`config.mk`:
```
export PLATFORM = sky130hd
export DESIGN_NAME = usb_control_endpoint_fsm_top
export DESIGN_NICKNAME = d
export VERILOG_FILES = /design/src/rtl/ucep_pkg.sv /design/src/rtl/ucep_cfg.sv /design/src/rtl/ucep_core.sv /design/src/rtl/usb_control_endpoint_fsm_top.sv
export SDC_FILE = /design/constraint.sdc
export NUM_CORES = 1
export LEC_CHECK = 0
export BUFFER_PORTS_ARGS = -buffer_cell sky130_fd_sc_hd__clkbuf_2
export CORE_MARGIN = 4
export CORE_UTILIZATION = 56
export DETAILED_ROUTE_END_ITERATION = 6
export PLACE_DENSITY_LB_ADDON = 0.3
export SLEW_MARGIN = 40
export SYNTH_ARGS = -nofsm -noshare
export SYNTH_HDL_FRONTEND = slang
export SYNTH_SLANG_ARGS = --single-unit
```
`constraint.sdc`:
```
create_clock -name aclk -period 8.1 [get_ports aclk]
set_clock_uncertainty 0.2 [all_clocks]
set_input_delay 0.405 -clock aclk [delete_from_list [all_inputs] [get_ports aclk]]
set_output_delay 0.405 -clock aclk [all_outputs]
set_load 0.03 [all_outputs]
```
`src/rtl/ucep_pkg.sv`:
```
`timescale 1ns / 1ps
`default_nettype none

package ucep_pkg;

    // Default packet size of endpoint zero
    localparam int unsigned PACKET_SIZE_DEF = 64;

    // Stream widths (fields packed from bit 0, padded to bytes)
    localparam int unsigned S_TDATA_W = 72;
    localparam int unsigned M_TDATA_W = 48;

    // Configuration port
    localparam int unsigned CFG_DATA_W = 16;
    localparam int unsigned LEN_W      = 16;

    // Register reset values
    localparam logic [7:0]  DEVICE_DESC_LEN_RST  = 8'd18;
    localparam logic [15:0] CONFIG_DESC_LEN_RST  = 16'd32;
    localparam logic [7:0]  STRING0_DESC_LEN_RST = 8'd4;
    localparam logic [7:0]  STRING1_DESC_LEN_RST = 8'd2;

    // Register indexes
    typedef enum logic [1:0] {
        REG_DEVICE_DESC_LEN  = 2'd0,
        REG_CONFIG_DESC_LEN  = 2'd1,
        REG_STRING0_DESC_LEN = 2'd2,
        REG_STRING1_DESC_LEN = 2'd3
    } cfg_reg_t;

    // Completed transaction kinds
    typedef enum logic [1:0] {
        MODE_SETUP = 2'd0,
        MODE_OUT   = 2'd1,
        MODE_IN    = 2'd2
    } mode_t;

    // Handshake codes
    typedef enum logic [1:0] {
        IN_STALL = 2'd0,
        IN_NAK   = 2'd1,
        IN_SEND  = 2'd2
    } in_reply_t;

    typedef enum logic [1:0] {
        OUT_STALL = 2'd0,
        OUT_NAK   = 2'd1,
        OUT_ACK   = 2'd2
    } out_reply_t;

    // IN data sources
    typedef enum logic [2:0] {
        SRC_NONE       = 3'd0,
        SRC_DEVICE     = 3'd1,
        SRC_CONFIG     = 3'd2,
        SRC_STRING0    = 3'd3,
        SRC_STRING1    = 3'd4,
        SRC_ZERO_WORD  = 3'd5,
        SRC_CONFIG_NUM = 3'd6,
        SRC_ZERO_BYTE  = 3'd7
    } tx_src_t;

    // Bulk endpoint actions
    typedef enum logic [2:0] {
        BULK_NONE     = 3'd0,
        BULK_DISABLE  = 3'd1,
        BULK_ENABLE   = 3'd2,
        BULK_CLR_OUT  = 3'd3,
        BULK_CLR_IN   = 3'd4
    } bulk_t;

    // Device state, one-hot
    typedef enum logic [2:0] {
        DEV_DEFAULT    = 3'b001,
        DEV_ADDRESSED  = 3'b010,
        DEV_CONFIGURED = 3'b100
    } dev_state_t;

    // Device state codes as reported
    localparam logic [1:0] DEV_CODE_DEFAULT    = 2'd0;
    localparam logic [1:0] DEV_CODE_ADDRESSED  = 2'd1;
    localparam logic [1:0] DEV_CODE_CONFIGURED = 2'd2;

    // Control transfer stage, one-hot
    typedef enum logic [3:0] {
        STAGE_IDLE       = 4'b0001,
        STAGE_DATA_IN    = 4'b0010,
        STAGE_STATUS_IN  = 4'b0100,
        STAGE_STATUS_OUT = 4'b1000
    } stage_t;

    // Request type decoding
    localparam logic [7:0] TYPE_KIND_MASK  = 8'h60;
    localparam logic [7:0] KIND_STANDARD   = 8'h00;
    localparam logic [7:0] KIND_CLASS      = 8'h20;
    localparam logic [7:0] TYPE_ENDPOINT   = 8'h02;

    // Request codes
    localparam logic [7:0] REQ_GET_STATUS    = 8'h00;
    localparam logic [7:0] REQ_CLEAR_FEATURE = 8'h01;
    localparam logic [7:0] REQ_SET_ADDRESS   = 8'h05;
    localparam logic [7:0] REQ_GET_DESC      = 8'h06;
    localparam logic [7:0] REQ_GET_CONFIG    = 8'h08;
    localparam logic [7:0] REQ_SET_CONFIG    = 8'h09;
    localparam logic [7:0] REQ_GET_MAX_LUN   = 8'hFE;
    localparam logic [7:0] REQ_STORAGE_RESET = 8'hFF;

    // Descriptor selectors (wValue)
    localparam logic [15:0] DESC_DEVICE  = 16'h0100;
    localparam logic [15:0] DESC_CONFIG  = 16'h0200;
    localparam logic [15:0] DESC_STRING0 = 16'h0300;
    localparam logic [15:0] DESC_STRING1 = 16'h0301;

    // Bulk endpoint numbers (wIndex)
    localparam logic [15:0] EP_BULK_OUT = 16'h0002;
    localparam logic [15:0] EP_BULK_IN  = 16'h0083;

    // One setup/transaction beat
    typedef struct packed {
        mode_t       mode;
        logic [7:0]  request_type;
        logic [7:0]  request_code;
        logic [15:0] request_value;
        logic [15:0] request_index;
        logic [15:0] request_length;
    } req_t;

    // One result beat
    typedef struct packed {
        in_reply_t   in_reply;
        out_reply_t  out_reply;
        logic        out_zlp_only;
        tx_src_t     tx_source;
        logic [15:0] tx_offset;
        logic [6:0]  tx_count;
        logic        address_commit;
        logic [6:0]  address_value;
        bulk_t       bulk_action;
        logic        storage_reset;
        logic [1:0]  device_state_out;
        logic        config_value_out;
    } result_t;

    // Configuration as seen by the decoder, with packet-multiple flags
    typedef struct packed {
        logic [7:0]  device_desc_len;
        logic [15:0] config_desc_len;
        logic [7:0]  string0_desc_len;
        logic [7:0]  string1_desc_len;
        logic        device_mult;
        logic        config_mult;
        logic        string0_mult;
        logic        string1_mult;
    } cfg_t;

    // Endpoint zero state
    typedef struct packed {
        dev_state_t  dev;
        stage_t      stage;
        logic [15:0] bytes_left;
        logic [15:0] read_offset;
        logic        zlp_pending;
        logic [6:0]  pending_address;
        logic        active_config;
        tx_src_t     data_source;
    } ep_state_t;

    localparam ep_state_t EP_STATE_RST = '{
        dev:             DEV_DEFAULT,
        stage:           STAGE_IDLE,
        bytes_left:      16'd0,
        read_offset:     16'd0,
        zlp_pending:     1'b0,
        pending_address: 7'd0,
        active_config:   1'b0,
        data_source:     SRC_NONE
    };

endpackage

`default_nettype wire

```
`src/rtl/ucep_cfg.sv`:
```
`timescale 1ns / 1ps
`default_nettype none

module ucep_cfg import ucep_pkg::*; #(
    parameter int unsigned PACKET_SIZE = PACKET_SIZE_DEF
) (
    input  wire logic                  aclk,
    input  wire logic                  aresetn,
    input  wire logic                  cfg_we,
    input  wire cfg_reg_t              cfg_addr,
    input  wire logic [CFG_DATA_W-1:0] cfg_wdata,
    output cfg_t                       cfg
);

    // Exact division by the packet size: multiply by a rounded-up reciprocal
    localparam int unsigned LOG2P  = $clog2(PACKET_SIZE);
    localparam int unsigned SHIFT  = LEN_W + LOG2P;
    localparam int unsigned RECIP_W = LEN_W + 1;
    localparam int unsigned PROD_W = SHIFT + LEN_W;
    localparam logic [RECIP_W-1:0] RECIP =
        RECIP_W'((64'd1 << SHIFT) / PACKET_SIZE + 1);

    function automatic logic pkt_mult(input logic [LEN_W-1:0] len);
        logic [PROD_W-1:0] prod;
        logic [LEN_W-1:0]  quo;
        logic [LEN_W-1:0]  back;
        prod = PROD_W'(len) * PROD_W'(RECIP);
        quo  = prod[SHIFT +: LEN_W];
        back = LEN_W'(quo * PACKET_SIZE);
        return back == len;
    endfunction

    logic [7:0]  device_len_reg;
    logic [15:0] config_len_reg;
    logic [7:0]  string0_len_reg;
    logic [7:0]  string1_len_reg;
    logic        device_mult_reg;
    logic        config_mult_reg;
    logic        string0_mult_reg;
    logic        string1_mult_reg;

    // Register writes; the multiple-of-packet flag is taken with the length
    always_ff @(posedge aclk) begin
        if (!aresetn) begin
            device_len_reg   <= DEVICE_DESC_LEN_RST;
            config_len_reg   <= CONFIG_DESC_LEN_RST;
            string0_len_reg  <= STRING0_DESC_LEN_RST;
            string1_len_reg  <= STRING1_DESC_LEN_RST;
            device_mult_reg  <= pkt_mult(LEN_W'(DEVICE_DESC_LEN_RST));
            config_mult_reg  <= pkt_mult(CONFIG_DESC_LEN_RST);
            string0_mult_reg <= pkt_mult(LEN_W'(STRING0_DESC_LEN_RST));
            string1_mult_reg <= pkt_mult(LEN_W'(STRING1_DESC_LEN_RST));
        end else if (cfg_we) begin
            unique case (cfg_addr)
                REG_DEVICE_DESC_LEN: begin
                    device_len_reg  <= cfg_wdata[7:0];
                    device_mult_reg <= pkt_mult(LEN_W'(cfg_wdata[7:0]));
                end
                REG_CONFIG_DESC_LEN: begin
                    config_len_reg  <= cfg_wdata;
                    config_mult_reg <= pkt_mult(cfg_wdata);
                end
                REG_STRING0_DESC_LEN: begin
                    string0_len_reg  <= cfg_wdata[7:0];
                    string0_mult_reg <= pkt_mult(LEN_W'(cfg_wdata[7:0]));
                end
                REG_STRING1_DESC_LEN: begin
                    string1_len_reg  <= cfg_wdata[7:0];
                    string1_mult_reg <= pkt_mult(LEN_W'(cfg_wdata[7:0]));
                end
            endcase
        end
    end

    assign cfg.device_desc_len  = device_len_reg;
    assign cfg.config_desc_len  = config_len_reg;
    assign cfg.string0_desc_len = string0_len_reg;
    assign cfg.string1_desc_len = string1_len_reg;
    assign cfg.device_mult      = device_mult_reg;
    assign cfg.config_mult      = config_mult_reg;
    assign cfg.string0_mult     = string0_mult_reg;
    assign cfg.string1_mult     = string1_mult_reg;

endmodule

`default_nettype wire

```
`src/rtl/ucep_core.sv`:
```
`timescale 1ns / 1ps
`default_nettype none

module ucep_core import ucep_pkg::*; #(
    parameter int unsigned PACKET_SIZE = PACKET_SIZE_DEF
) (
    input  wire req_t      req,
    input  wire cfg_t      cfg,
    input  wire ep_state_t cur,
    output ep_state_t      state_next,
    output result_t        res
);

    localparam logic [15:0] PKT     = 16'(PACKET_SIZE);
    localparam logic [6:0]  PKT_CNT = 7'(PACKET_SIZE);

    function automatic logic [1:0] dev_code(input dev_state_t d);
        logic [1:0] c;
        unique case (d)
            DEV_ADDRESSED:  c = DEV_CODE_ADDRESSED;
            DEV_CONFIGURED: c = DEV_CODE_CONFIGURED;
            default:        c = DEV_CODE_DEFAULT;
        endcase
        return c;
    endfunction

    logic        is_dflt, is_addr, is_conf;
    logic [7:0]  kind;
    logic        desc_hit;
    tx_src_t     desc_src;
    logic [15:0] desc_size;
    logic        desc_mult;
    logic        desc_short;
    logic [15:0] desc_len;
    in_reply_t   hold_in;
    out_reply_t  hold_out;
    logic        hold_zlp;

    assign is_dflt = (cur.dev == DEV_DEFAULT);
    assign is_addr = (cur.dev == DEV_ADDRESSED);
    assign is_conf = (cur.dev == DEV_CONFIGURED);
    assign kind    = req.request_type & TYPE_KIND_MASK;

    // Descriptor selection and first transfer length
    always_comb begin
        desc_hit  = 1'b1;
        desc_src  = SRC_NONE;
        desc_size = 16'd0;
        desc_mult = 1'b0;
        priority if (req.request_value == DESC_DEVICE) begin
            desc_src  = SRC_DEVICE;
            desc_size = {8'h00, cfg.device_desc_len};
            desc_mult = cfg.device_mult;
        end else if (req.request_value == DESC_CONFIG) begin
            desc_src  = SRC_CONFIG;
            desc_size = cfg.config_desc_len;
            desc_mult = cfg.config_mult;
        end else if (req.request_value == DESC_STRING0) begin
            desc_src  = SRC_STRING0;
            desc_size = {8'h00, cfg.string0_desc_len};
            desc_mult = cfg.string0_mult;
        end else if (req.request_value == DESC_STRING1) begin
            desc_src  = SRC_STRING1;
            desc_size = {8'h00, cfg.string1_desc_len};
            desc_mult = cfg.string1_mult;
        end else begin
            desc_hit = 1'b0;
        end
    end

    assign desc_short = (desc_size < req.request_length);
    assign desc_len   = desc_short ? desc_size : req.request_length;

    // Handshakes that the current stage keeps giving
    always_comb begin
        unique case (cur.stage)
            STAGE_DATA_IN: begin
                hold_in = IN_SEND;  hold_out = OUT_NAK;   hold_zlp = 1'b0;
            end
            STAGE_STATUS_IN: begin
                hold_in = IN_SEND;  hold_out = OUT_STALL; hold_zlp = 1'b0;
            end
            STAGE_STATUS_OUT: begin
                hold_in = IN_STALL; hold_out = OUT_ACK;   hold_zlp = 1'b1;
            end
            default: begin
                hold_in = IN_STALL; hold_out = OUT_STALL; hold_zlp = 1'b0;
            end
        endcase
    end

    // Transaction decode
    always_comb begin
        state_next       = cur;
        res              = '0;
        res.in_reply     = hold_in;
        res.out_reply    = hold_out;
        res.out_zlp_only = hold_zlp;

        unique case (req.mode)
            MODE_SETUP: begin
                state_next.read_offset = 16'd0;
                state_next.bytes_left  = 16'd0;
                state_next.zlp_pending = 1'b0;
                state_next.stage       = STAGE_IDLE;
                res.in_reply     = IN_STALL;
                res.out_reply    = OUT_STALL;
                res.out_zlp_only = 1'b0;
                if (kind == KIND_STANDARD) begin
                    priority if (req.request_code == REQ_GET_DESC) begin
                        if (desc_hit) begin
                            state_next.data_source = desc_src;
                            state_next.stage       = STAGE_DATA_IN;
                            state_next.zlp_pending = desc_short && desc_mult;
                            res.in_reply = IN_SEND;
                            if (desc_len <= PKT) begin
                                if (desc_len != 16'd0) begin
                                    res.tx_source = desc_src;
                                    res.tx_count  = desc_len[6:0];
                                end
                                res.out_reply = OUT_NAK;
                            end else begin
                                res.tx_source          = desc_src;
                                res.tx_count           = PKT_CNT;
                                state_next.read_offset = PKT;
                                state_next.bytes_left  = desc_len - PKT;
                            end
                        end
                    end else if (req.request_code == REQ_SET_ADDRESS &&
                                 (is_dflt || is_addr)) begin
                        state_next.pending_address = req.request_value[6:0];
                        state_next.dev = (req.request_value[6:0] != 7'd0) ?
                                         DEV_ADDRESSED : DEV_DEFAULT;
                        state_next.stage = STAGE_STATUS_IN;
                        res.in_reply     = IN_SEND;
                    end else if (req.request_code == REQ_GET_CONFIG &&
                                 (is_addr || is_conf)) begin
                        state_next.data_source = SRC_CONFIG_NUM;
                        state_next.stage       = STAGE_DATA_IN;
                        res.tx_source = SRC_CONFIG_NUM;
                        res.tx_count  = 7'd1;
                        res.in_reply  = IN_SEND;
                        res.out_reply = OUT_NAK;
                    end else if (req.request_code == REQ_GET_STATUS &&
                                 (is_addr || is_conf)) begin
                        state_next.data_source = SRC_ZERO_WORD;
                        state_next.stage       = STAGE_DATA_IN;
                        res.tx_source = SRC_ZERO_WORD;
                        res.tx_count  = 7'd2;
                        res.in_reply  = IN_SEND;
                        res.out_reply = OUT_NAK;
                    end else if (req.request_code == REQ_SET_CONFIG &&
                                 (is_addr || is_conf) &&
                                 req.request_value[15:1] == 15'd0) begin
                        state_next.active_config = req.request_value[0];
                        state_next.dev = req.request_value[0] ?
                                         DEV_CONFIGURED : DEV_ADDRESSED;
                        res.bulk_action = req.request_value[0] ?
                                          BULK_ENABLE : BULK_DISABLE;
                        state_next.stage = STAGE_STATUS_IN;
                        res.in_reply     = IN_SEND;
                    end else if (req.request_code == REQ_CLEAR_FEATURE && is_conf &&
                                 req.request_value == 16'd0 &&
                                 req.request_type == TYPE_ENDPOINT &&
                                 (req.request_index == EP_BULK_OUT ||
                                  req.request_index == EP_BULK_IN)) begin
                        res.bulk_action = (req.request_index == EP_BULK_OUT) ?
                                          BULK_CLR_OUT : BULK_CLR_IN;
                        state_next.stage = STAGE_STATUS_IN;
                        res.in_reply     = IN_SEND;
                    end else begin
                        res.in_reply = IN_STALL;
                    end
                end else if (kind == KIND_CLASS && is_conf &&
                             req.request_index == 16'd0) begin
                    if (req.request_code == REQ_GET_MAX_LUN) begin
                        state_next.data_source = SRC_ZERO_BYTE;
                        state_next.stage       = STAGE_DATA_IN;
                        res.tx_source = SRC_ZERO_BYTE;
                        res.tx_count  = 7'd1;
                        res.in_reply  = IN_SEND;
                        res.out_reply = OUT_NAK;
                    end else if (req.request_code == REQ_STORAGE_RESET) begin
                        res.storage_reset = 1'b1;
                        state_next.stage  = STAGE_STATUS_IN;
                        res.in_reply      = IN_SEND;
                    end
                end
            end

            MODE_OUT: begin
                // status-out completes the transfer
                if (cur.stage == STAGE_STATUS_OUT) begin
                    state_next.stage = STAGE_IDLE;
                    res.in_reply     = IN_STALL;
                    res.out_reply    = OUT_STALL;
                    res.out_zlp_only = 1'b0;
                end
            end

            MODE_IN: begin
                if (cur.stage == STAGE_DATA_IN) begin
                    priority if (cur.bytes_left == 16'd0 && cur.zlp_pending) begin
                        // zero-length packet closes the data stage
                        state_next.zlp_pending = 1'b0;
                        res.in_reply  = IN_SEND;
                        res.out_reply = OUT_NAK;
                    end else if (cur.bytes_left == 16'd0) begin
                        state_next.stage = STAGE_STATUS_OUT;
                        res.in_reply     = IN_STALL;
                        res.out_reply    = OUT_ACK;
                        res.out_zlp_only = 1'b1;
                    end else if (cur.bytes_left <= PKT) begin
                        res.tx_source = cur.data_source;
                        res.tx_offset = cur.read_offset;
                        res.tx_count  = cur.bytes_left[6:0];
                        state_next.bytes_left = 16'd0;
                        res.in_reply  = IN_SEND;
                        res.out_reply = OUT_NAK;
                    end else begin
                        res.tx_source = cur.data_source;
                        res.tx_offset = cur.read_offset;
                        res.tx_count  = PKT_CNT;
                        state_next.read_offset = cur.read_offset + PKT;
                        state_next.bytes_left  = cur.bytes_left - PKT;
                        res.in_reply  = IN_SEND;
                        res.out_reply = OUT_STALL;
                    end
                end else if (cur.stage == STAGE_STATUS_IN) begin
                    // status-in done: commit the pending address
                    res.address_commit = 1'b1;
                    res.address_value  = cur.pending_address;
                    state_next.stage   = STAGE_IDLE;
                    res.in_reply       = IN_STALL;
                    res.out_reply      = OUT_STALL;
                end
            end

            default: begin
                // undefined transaction: hold
            end
        endcase

        res.device_state_out = dev_code(state_next.dev);
        res.config_value_out = state_next.active_config;
    end

endmodule

`default_nettype wire

```
`src/rtl/usb_control_endpoint_fsm_top.sv`:
```
`timescale 1ns / 1ps
`default_nettype none

// Endpoint-zero control engine of a USB mass-storage device.
// s_ channel: one beat per completed transaction on endpoint zero (setup,
// out or in) with the setup packet fields. m_ channel: exactly one result
// beat per input beat, in order: next IN/OUT handshakes, the IN packet to
// load (source, offset, count), address commit, bulk endpoint action,
// storage reset pulse and the device state.
// cfg_ port: descriptor lengths, one register per cycle; the user must
// write only while no transaction is in flight; the block does not check.
// A beat is held in the input register, decoded combinationally and its
// result loaded into the result register that drives m_tdata.
// Throughput: one beat per cycle unless m_ stalls; a two-stage pipeline.
// A stalled m_ side holds its beat; one more input beat is taken into the
// input register, then s_tready drops until the result moves on.
// Reset (aresetn low, synchronous) empties both stages, returns the device
// to the default state with an idle transfer and reloads the descriptor
// lengths with their defaults.
module usb_control_endpoint_fsm_top import ucep_pkg::*; #(
    parameter int unsigned PACKET_SIZE = PACKET_SIZE_DEF
) (
    input  wire logic                  aclk,
    input  wire logic                  aresetn,
    // mode[1:0], request_type[9:2], request_code[17:10],
    // request_value[33:18], request_index[49:34], request_length[65:50]
    input  wire logic                  s_tvalid,
    output logic                       s_tready,
    input  wire logic [S_TDATA_W-1:0]  s_tdata,
    // in_reply[1:0], out_reply[3:2], out_zlp_only[4], tx_source[7:5],
    // tx_offset[23:8], tx_count[30:24], address_commit[31],
    // address_value[38:32], bulk_action[41:39], storage_reset[42],
    // device_state_out[44:43], config_value_out[45]
    output logic                       m_tvalid,
    input  wire logic                  m_tready,
    output logic [M_TDATA_W-1:0]       m_tdata,
    input  wire logic                  cfg_we,
    input  wire logic [1:0]            cfg_addr,
    input  wire logic [CFG_DATA_W-1:0] cfg_wdata
);

    logic      in_valid_reg;
    req_t      in_req_reg;
    logic      out_valid_reg;
    result_t   out_res_reg;
    ep_state_t state_reg;
    ep_state_t state_next;
    result_t   res_next;
    cfg_t      cfg;
    req_t      s_req;
    logic      advance;

    // Register file
    ucep_cfg #(
        .PACKET_SIZE(PACKET_SIZE)
    ) u_cfg (
        .aclk      (aclk),
        .aresetn   (aresetn),
        .cfg_we    (cfg_we),
        .cfg_addr  (cfg_reg_t'(cfg_addr)),
        .cfg_wdata (cfg_wdata),
        .cfg       (cfg)
    );

    // Unpack the input beat
    assign s_req.mode           = mode_t'(s_tdata[1:0]);
    assign s_req.request_type   = s_tdata[9:2];
    assign s_req.request_code   = s_tdata[17:10];
    assign s_req.request_value  = s_tdata[33:18];
    assign s_req.request_index  = s_tdata[49:34];
    assign s_req.request_length = s_tdata[65:50];

    // Pipeline flow control
    assign advance  = in_valid_reg && (!out_valid_reg || m_tready);
    assign s_tready = !in_valid_reg || advance;

    // Decoder
    ucep_core #(
        .PACKET_SIZE(PACKET_SIZE)
    ) u_core (
        .req        (in_req_reg),
        .cfg        (cfg),
        .cur        (state_reg),
        .state_next (state_next),
        .res        (res_next)
    );

    // Control state
    always_ff @(posedge aclk) begin
        if (!aresetn) begin
            in_valid_reg  <= 1'b0;
            out_valid_reg <= 1'b0;
            state_reg     <= EP_STATE_RST;
        end else begin
            if (s_tready) begin
                in_valid_reg <= s_tvalid;
            end
            if (advance) begin
                out_valid_reg <= 1'b1;
                state_reg     <= state_next;
            end else if (m_tready) begin
                out_valid_reg <= 1'b0;
            end
        end
    end

    // Payload registers
    always_ff @(posedge aclk) begin
        if (s_tvalid && s_tready) begin
            in_req_reg <= s_req;
        end
        if (advance) begin
            out_res_reg <= res_next;
        end
    end

    assign m_tvalid = out_valid_reg;
    assign m_tdata  = {2'b00,
                       out_res_reg.config_value_out,
                       out_res_reg.device_state_out,
                       out_res_reg.storage_reset,
                       out_res_reg.bulk_action,
                       out_res_reg.address_value,
                       out_res_reg.address_commit,
                       out_res_reg.tx_count,
                       out_res_reg.tx_offset,
                       out_res_reg.tx_source,
                       out_res_reg.out_zlp_only,
                       out_res_reg.out_reply,
                       out_res_reg.in_reply};

endmodule

`default_nettype wire

```
==> results_dict.tcl, run 1 <==
set metrics [dict create \
    status "complete, no violations" \
    hold_buffers 73 \
    power_switching_w 0.000550 \
    reg2reg_depth 19 \
    switching_share_pct 25.5 \
    synth_most_common_cell "nand2_1" \
    chipWidth_um 139 \
    setup_viol 0 \
    path_delay_family "simple AND/OR/NAND/NOR gates" \
    dp.cells 1289 \
    worst_ir_drop_vdd_mv 0.146 \
    hold-path-endpoint "u_cfg.config_len_reg[15]$_SDFFE_PN0P_" \
    cp.required_ns 8.26 \
    slowest_delay_ns 0.72 \
    relSlewSlack_pct 42.7 \
    place_congestion 0.935 \
    p_comb_share_pct 9.0 \
    synth_area_leaders "edfxtp_1 (33%), dfxtp_1 (19%), nand2_1 (5.2%), a21oi_1 (3.9%), ha_1 (3.5%)" \
    num_antenna_cells 0 \
    routed_wl_um 24600 \
    netlist_top_cells_count "nand2_1 (132), edfxtp_1 (105), dfxtp_1 (91)" \
    routed_via_density 5.79 \
    fin_area_um2 11700 \
    grt_usage_pct 25.4 \
    cts-root-buf "clkbuf_16" \
    n_fill_cell 1249 \
    via_count 8067 \
    worstPathCellList "nor3_1 > nand4_1 > nor2_1 > nand2_1 > inv_1 > ha_1 > nand4_1 > a21oi_1 > o221ai_1 > o211ai_1 > o21ai_0 > inv_1 > ha_1 > nor2_1 > nor3_1 > mux2i_1 > a32o_1 > a221oi_1 > a211oi_1" \
    start_util_pct 57.4 \
    core_um2 16700 \
    crit_fanout 15 \
    io_buffer_count 129 \
    ios 145 \
    startpoint_type "flip-flop" \
    rsz0062_at_grt "no" \
    path_clk_slew_ns 0.07 \
    area_growth_pct 21.7 \
    cpMaxStageDelayCell "nor3_1" \
    die_area_um2 19300 \
    final_nets 1283 \
    largest_register_ffs 66 \
    reg2reg_slack_ns 1.88 \
    max-clock-path-buffers 2 \
    grt.overflow.total 0 \
    min_path_type "input pin to flip-flop" \
    hold_viol 0 \
    p_per_area_nw_per_um2 185 \
    final_util_pct 69.9 \
    clock-sinks 196 \
    maxCapViolCount 0 \
    min_period_ns 6.22 \
    cts_setup_buffers 0 \
    p_leak_nw 4.58 \
    crit_type "flip-flop to flip-flop" \
    ys.flop_type "edfxtp_1" \
    routedWlPerCell_um 17.6 \
    r2r_start "in_req_reg[38]$_DFFE_PP_" \
    synth-edff-count 105 \
    cp_num_buf_inv 2 \
    final_max_slew_viol_count 0 \
    internal_power_w 0.00160 \
    drt_iter0_drc 705 \
    cts_resized 0 \
    tightest_slew_ns 0.854 \
    yosysTopAreaCell "edfxtp_1" \
    fmax_mhz 161 \
    grt_max_degree 67 \
    grt_pass1_wl_um 39800 \
    synth_seq_area_share_pct 51.9 \
    antenna_found_initial 0 \
    cts_tree "built" \
    dpl_cell_area_um2 10300 \
    p_clk_share_pct 39.3 \
    p_seq_share_pct 51.7 \
    hold_path_startpoint "cfg_wdata[15]" \
    cts_htree_levels 4 \
    stdcell_count 1394 \
    drc_errors 0 \
    synth.distinct_cells 87 \
    synth-async-reset-ratio_pct 0 \
    yosysWarnings 0 \
    avgSynthCellArea_um2 9.80 \
    cp.depth 19 \
    hpwl_um 16100 \
    yosys_register_bits 196 \
    r2r-end "state_reg[34]$_SDFFE_PN0P_" \
    layout-drive-gt1-share_pct 16.3 \
    period_share_pct 76.8 \
    rows 47 \
    dieHeight_um 139 \
    syn_area_um2 9590 \
    grt_pass1_vias 7691 \
    hold_depth 3 \
    cp.arrival_ns 6.38 \
    syn_inst 979 \
    synth_top_area_share_pct 32.9 \
    dr.pass1.iters 7 \
    cts_buffers 17 \
    endpoint_kind "flip-flop" \
    antenna_left 0 \
    clk_latency_ns 0.44 \
    fin_tns_setup_ns 0 \
]
how the worst max path moves through the flow:
stage	from	end	slack, ns
after CTS	in_req_reg[47]$_DFFE_PP_	state_reg[34]$_SDFFE_PN0P_	1.97
after floorplan	in_req_reg[32]$_DFFE_PP_	state_reg[38]$_SDFFE_PN0P_	2.78
final	in_req_reg[38]$_DFFE_PP_	state_reg[34]$_SDFFE_PN0P_	1.88
after global routing	in_req_reg[38]$_DFFE_PP_	state_reg[34]$_SDFFE_PN0P_	1.29
after global placement	in_req_reg[38]$_DFFE_PP_	state_reg[34]$_SDFFE_PN0P_	2.10
after detailed placement	in_req_reg[38]$_DFFE_PP_	state_reg[34]$_SDFFE_PN0P_	1.96
power by group through the flow:
stage / Combinational, W / Clock (W) / Sequential, W
floorplan: 0.0000955 / 0 / 0.00114
global placement: 0.000157 / 0 / 0.00113
detailed placement: 0.000160 / 0 / 0.00113
CTS: 0.000189 / 0.000851 / 0.00111
global route: 0.000211 / 0.000899 / 0.00112
finish: 0.000193 / 0.000848 / 0.00111
cells by family (layout without fill, tap and decap cells):
group                    Yosys count  count (layout)  synth area share [%]
AND/OR/NAND/NOR                  398             398                  21.1
AO/OA/AOI/OAI                    209             209                  13.8
flip-flops                       196             196                  51.9
buffers and inverters             95             282                  4.40
multiplexers                      32              32                  3.38
adder cells (fa/ha/maj)           27              27                  3.52
XOR/XNOR                          21              21                  1.92
other                              1               9                0.0391
tightest hold or removal path: cells and delay by family:
| kind | cells | cell delay (ns) |
|---|---|---|
| buffers and inverters | 1 | 0.08 |
| AO/OA/AOI/OAI | 1 | 0.06 |
| AND/OR/NAND/NOR | 1 | 0.07 |
layout make-up:
cell class	count	area [µm²]	share of cell area, %
clock inverters	14	161	1.38
well taps	220	275	2.36
repair buffers	209	1430	12.3
inverters	41	154	1.32
multi-input cells	696	4250	36.4
clock buffers	18	429	3.68
flip-flops and latches	196	4970	42.6
stage by stage:
stage	power [W]	hold slack [ns]	setup WS (ns)
6_report	0.00215	0.0223	1.88
2_1_floorplan	0.00124	0.232	2.78
3_3_place_gp	0.00129	0.239	2.10
4_1_cts	0.00215	0.0137	1.97
5_1_grt	0.00223	0.0343	1.29
3_5_place_dp	0.00130	0.246	1.96
routing by layer:
metal | vias to the layer above | routed length, µm | share of wire (%) | global-route usage, %
li1 | 3936 | - | - | -
met1 | 3765 | 10400 | 43 | 34.0
met2 | 316 | 11700 | 48 | 41.6
met3 | 50 | 1860 | 7.6 | 5.48
met4 | 0 | 577 | 2.3 | 7.67
met5 | - | 0 | 0 | 0
layout by cell type, fill, tap and decap left out, drive strengths merged, types with 4 or more instances in the layout:
cell type	instances
o311ai	5
or3	16
xor2	8
nand4	20
a31oi	4
nor2	75
a21oi	74
nand2	132
conb	9
nor2b	5
and2	12
edfxtp	105
nand3b	4
dlygate4sd3	73
o22ai	8
a221oi	5
o21ai	50
a22oi	12
nor3b	7
nor3	23
buf	7
clkinv	6
clkbuf	147
or4	12
ha	27
nand3	18
xnor2	13
or2	4
inv	47
and3	24
nand2b	11
a211oi	8
nor4	19
dfxtp	91
mux2i	29
Note: power is estimated with default switching activity, not from simulation.
==> inputs of run 2 (changes only) <==
- CORE_UTILIZATION: 56 -> 52
- clock period: 8.1 -> 5.3 ns (I/O delays scaled with it)
==> run 2 against run 1 <==
Compared with the run above: cell count up 3.3%; via count rose by 2.9%; routed wire length rose by 4.7%; maximum frequency up 25%; cell area grew 3.2%; sequential power up 53%; die area increased by 7.2%; setup slack got worse by 1.5 ns; total power rose by 54%; sequential share of layout area fell by 1.3 points; largest power group unchanged.
==> results_dict.tcl, run 2 (synthesized netlist as in run 1, its figures left out) <==
set metrics [dict create \
    largest_register_ffs 66 \
    worstPathCellList "nor4_1 > buf_4 > nand4_1 > buf_4 > o22ai_1 > a21boi_0 > ha_1 > o211a_1 > o2111ai_1 > o211ai_1 > nor2_1 > a21oi_1 > ha_1 > nor2_1 > nor3_1 > mux2i_2 > buf_4 > nor3_1 > nand3b_1 > o21ai_0" \
    layout-drive-gt1-share_pct 18.3 \
    dpl_cell_area_um2 10500 \
    cts_setup_buffers 0 \
    fin_tns_setup_ns 0 \
    cp_num_buf_inv 3 \
    dr.pass1.iters 5 \
    cp.depth 20 \
    routed_via_density 5.76 \
    num_antenna_cells 0 \
    cpMaxStageDelayCell "o211ai_1" \
    power_w 0.00332 \
    ios 145 \
    layout_commonest_cell "nand2_1" \
    grt_pass1_vias 7998 \
    grt_usage_pct 25.2 \
    area_growth_pct 25.6 \
    cp-startpoint "in_req_reg[46]$_DFFE_PP_" \
    reg2reg_depth 20 \
    endpoint_kind "flip-flop" \
    grt_max_degree 70 \
    fin_area_um2 12000 \
    relSlewSlack_pct 47.0 \
    worst_setup_path_endpoint "m_tdata[26]$_DFFE_PP_" \
    via_count 8301 \
    min_period_ns 4.96 \
    clk_latency_ns 0.45 \
    max-clock-path-buffers 2 \
    cts-root-buf "clkbuf_16" \
    hpwl_um 16900 \
    path_delay_family "compound AO/OA/AOI/OAI gates" \
    chipWidth_um 144 \
    p_per_area_nw_per_um2 276 \
    crit_type "flip-flop to flip-flop" \
    r2r_start "in_req_reg[46]$_DFFE_PP_" \
    dp.cells 1323 \
    cp.arrival_ns 4.99 \
    path_clk_slew_ns 0.08 \
    setup_viol 0 \
    core_um2 18000 \
    final_cell_mix "nand2_1 (132), clkbuf_2 (129), edfxtp_1 (105)" \
    min_path_type "input pin to flip-flop" \
    cts_htree_levels 4 \
    start_util_pct 53.2 \
    grt.overflow.total 0 \
    slowest_delay_ns 0.44 \
    fmax_mhz 202 \
    io_buffer_count 129 \
    reg2reg_slack_ns 0.34 \
    dieHeight_um 144 \
    worst_ir_drop_vdd_mv 0.249 \
    timing.hold.ws_ns 0.112 \
    place_congestion 0.908 \
    final_max_slew_viol_count 0 \
    cts_tree "built" \
    cts_buffers 17 \
    routedWlPerCell_um 17.9 \
    routed_wl_um 25700 \
    p_leak_nw 4.77 \
    maxCapViolCount 0 \
    stdcell_count 1440 \
    status "complete, no violations" \
    drc_errors 0 \
    tightest_slew_ns 0.794 \
    startpoint_type "flip-flop" \
    rows 49 \
    cp_common_cell "buf_4" \
    antenna_found_initial 0 \
    hold_viol 0 \
    die_area_um2 20700 \
    antenna_left 0 \
    clock-sinks 196 \
    grt_pass1_wl_um 41100 \
    drt_iter0_drc 737 \
    period_share_pct 93.6 \
    r2r-end "m_tdata[26]$_DFFE_PP_" \
    crit_fanout 10 \
    final_nets 1320 \
    rsz0062_at_grt "yes" \
    cp.required_ns 5.33 \
]
## run 2: repair_timing
item,4_1_cts,5_1_grt
resized for setup,0,9
endpoints found under the hold margin,108,0
hold buffers,85,0
endpoints found under the setup margin,0,16
## run 2: worst min-delay path by stage
stage / startpoint / to / depth (start not counted)
3_3_place_gp: u_cfg.string1_len_reg[5]$_SDFFE_PN0P_ / u_cfg.string1_len_reg[5]$_SDFFE_PN0P_ / 2
6_report: aresetn / u_cfg.device_len_reg[1]$_SDFFE_PN1P_ / 2
5_1_grt: aresetn / u_cfg.device_len_reg[4]$_SDFFE_PN1P_ / 2
2_1_floorplan: s_tdata[50] / in_req_reg[0]$_DFFE_PP_ / 0
3_5_place_dp: s_tdata[37] / in_req_reg[19]$_DFFE_PP_ / 1
4_1_cts: aresetn / u_cfg.device_len_reg[1]$_SDFFE_PN1P_ / 2
## run 2: layout make-up
type | instances | area (µm²)
fillers | 1432 | 5980
flip-flops and latches | 196 | 4970
multi-input cells | 696 | 4280
repair buffers | 246 | 1740
clock buffers | 17 | 425
well taps | 229 | 287
clock inverters | 15 | 184
inverters | 41 | 154
## run 2: report_power, final
group	switching (W)	leakage, nW	total (W)	internal, W
logic	0.000183	2.74	0.000313	0.000130
clock network	0.000673	0.286	0.00131	0.000640
registers	0.0000391	1.75	0.00170	0.00166
## run 2: layer usage
layer  vias to the layer above  wire length (µm)  GRT usage, %  share of wire (%)
met2                       305             12700          42.8                 50
met3                        48              1520          4.66                5.9
met5                         -                 0             0                  0
met4                         0               593          7.88                2.3
li1                       4018                 -             -                  -
met1                      3930             10900          33.0                 42
## run 2: metrics by stage
stage          util (%)  worst slack, ns
2_1_floorplan         -           0.0748
3_3_place_gp       58.5            0.448
3_5_place_dp       58.5            0.360
4_1_cts            66.6            0.327
5_1_grt            66.8          -0.0292
6_report           66.8            0.338
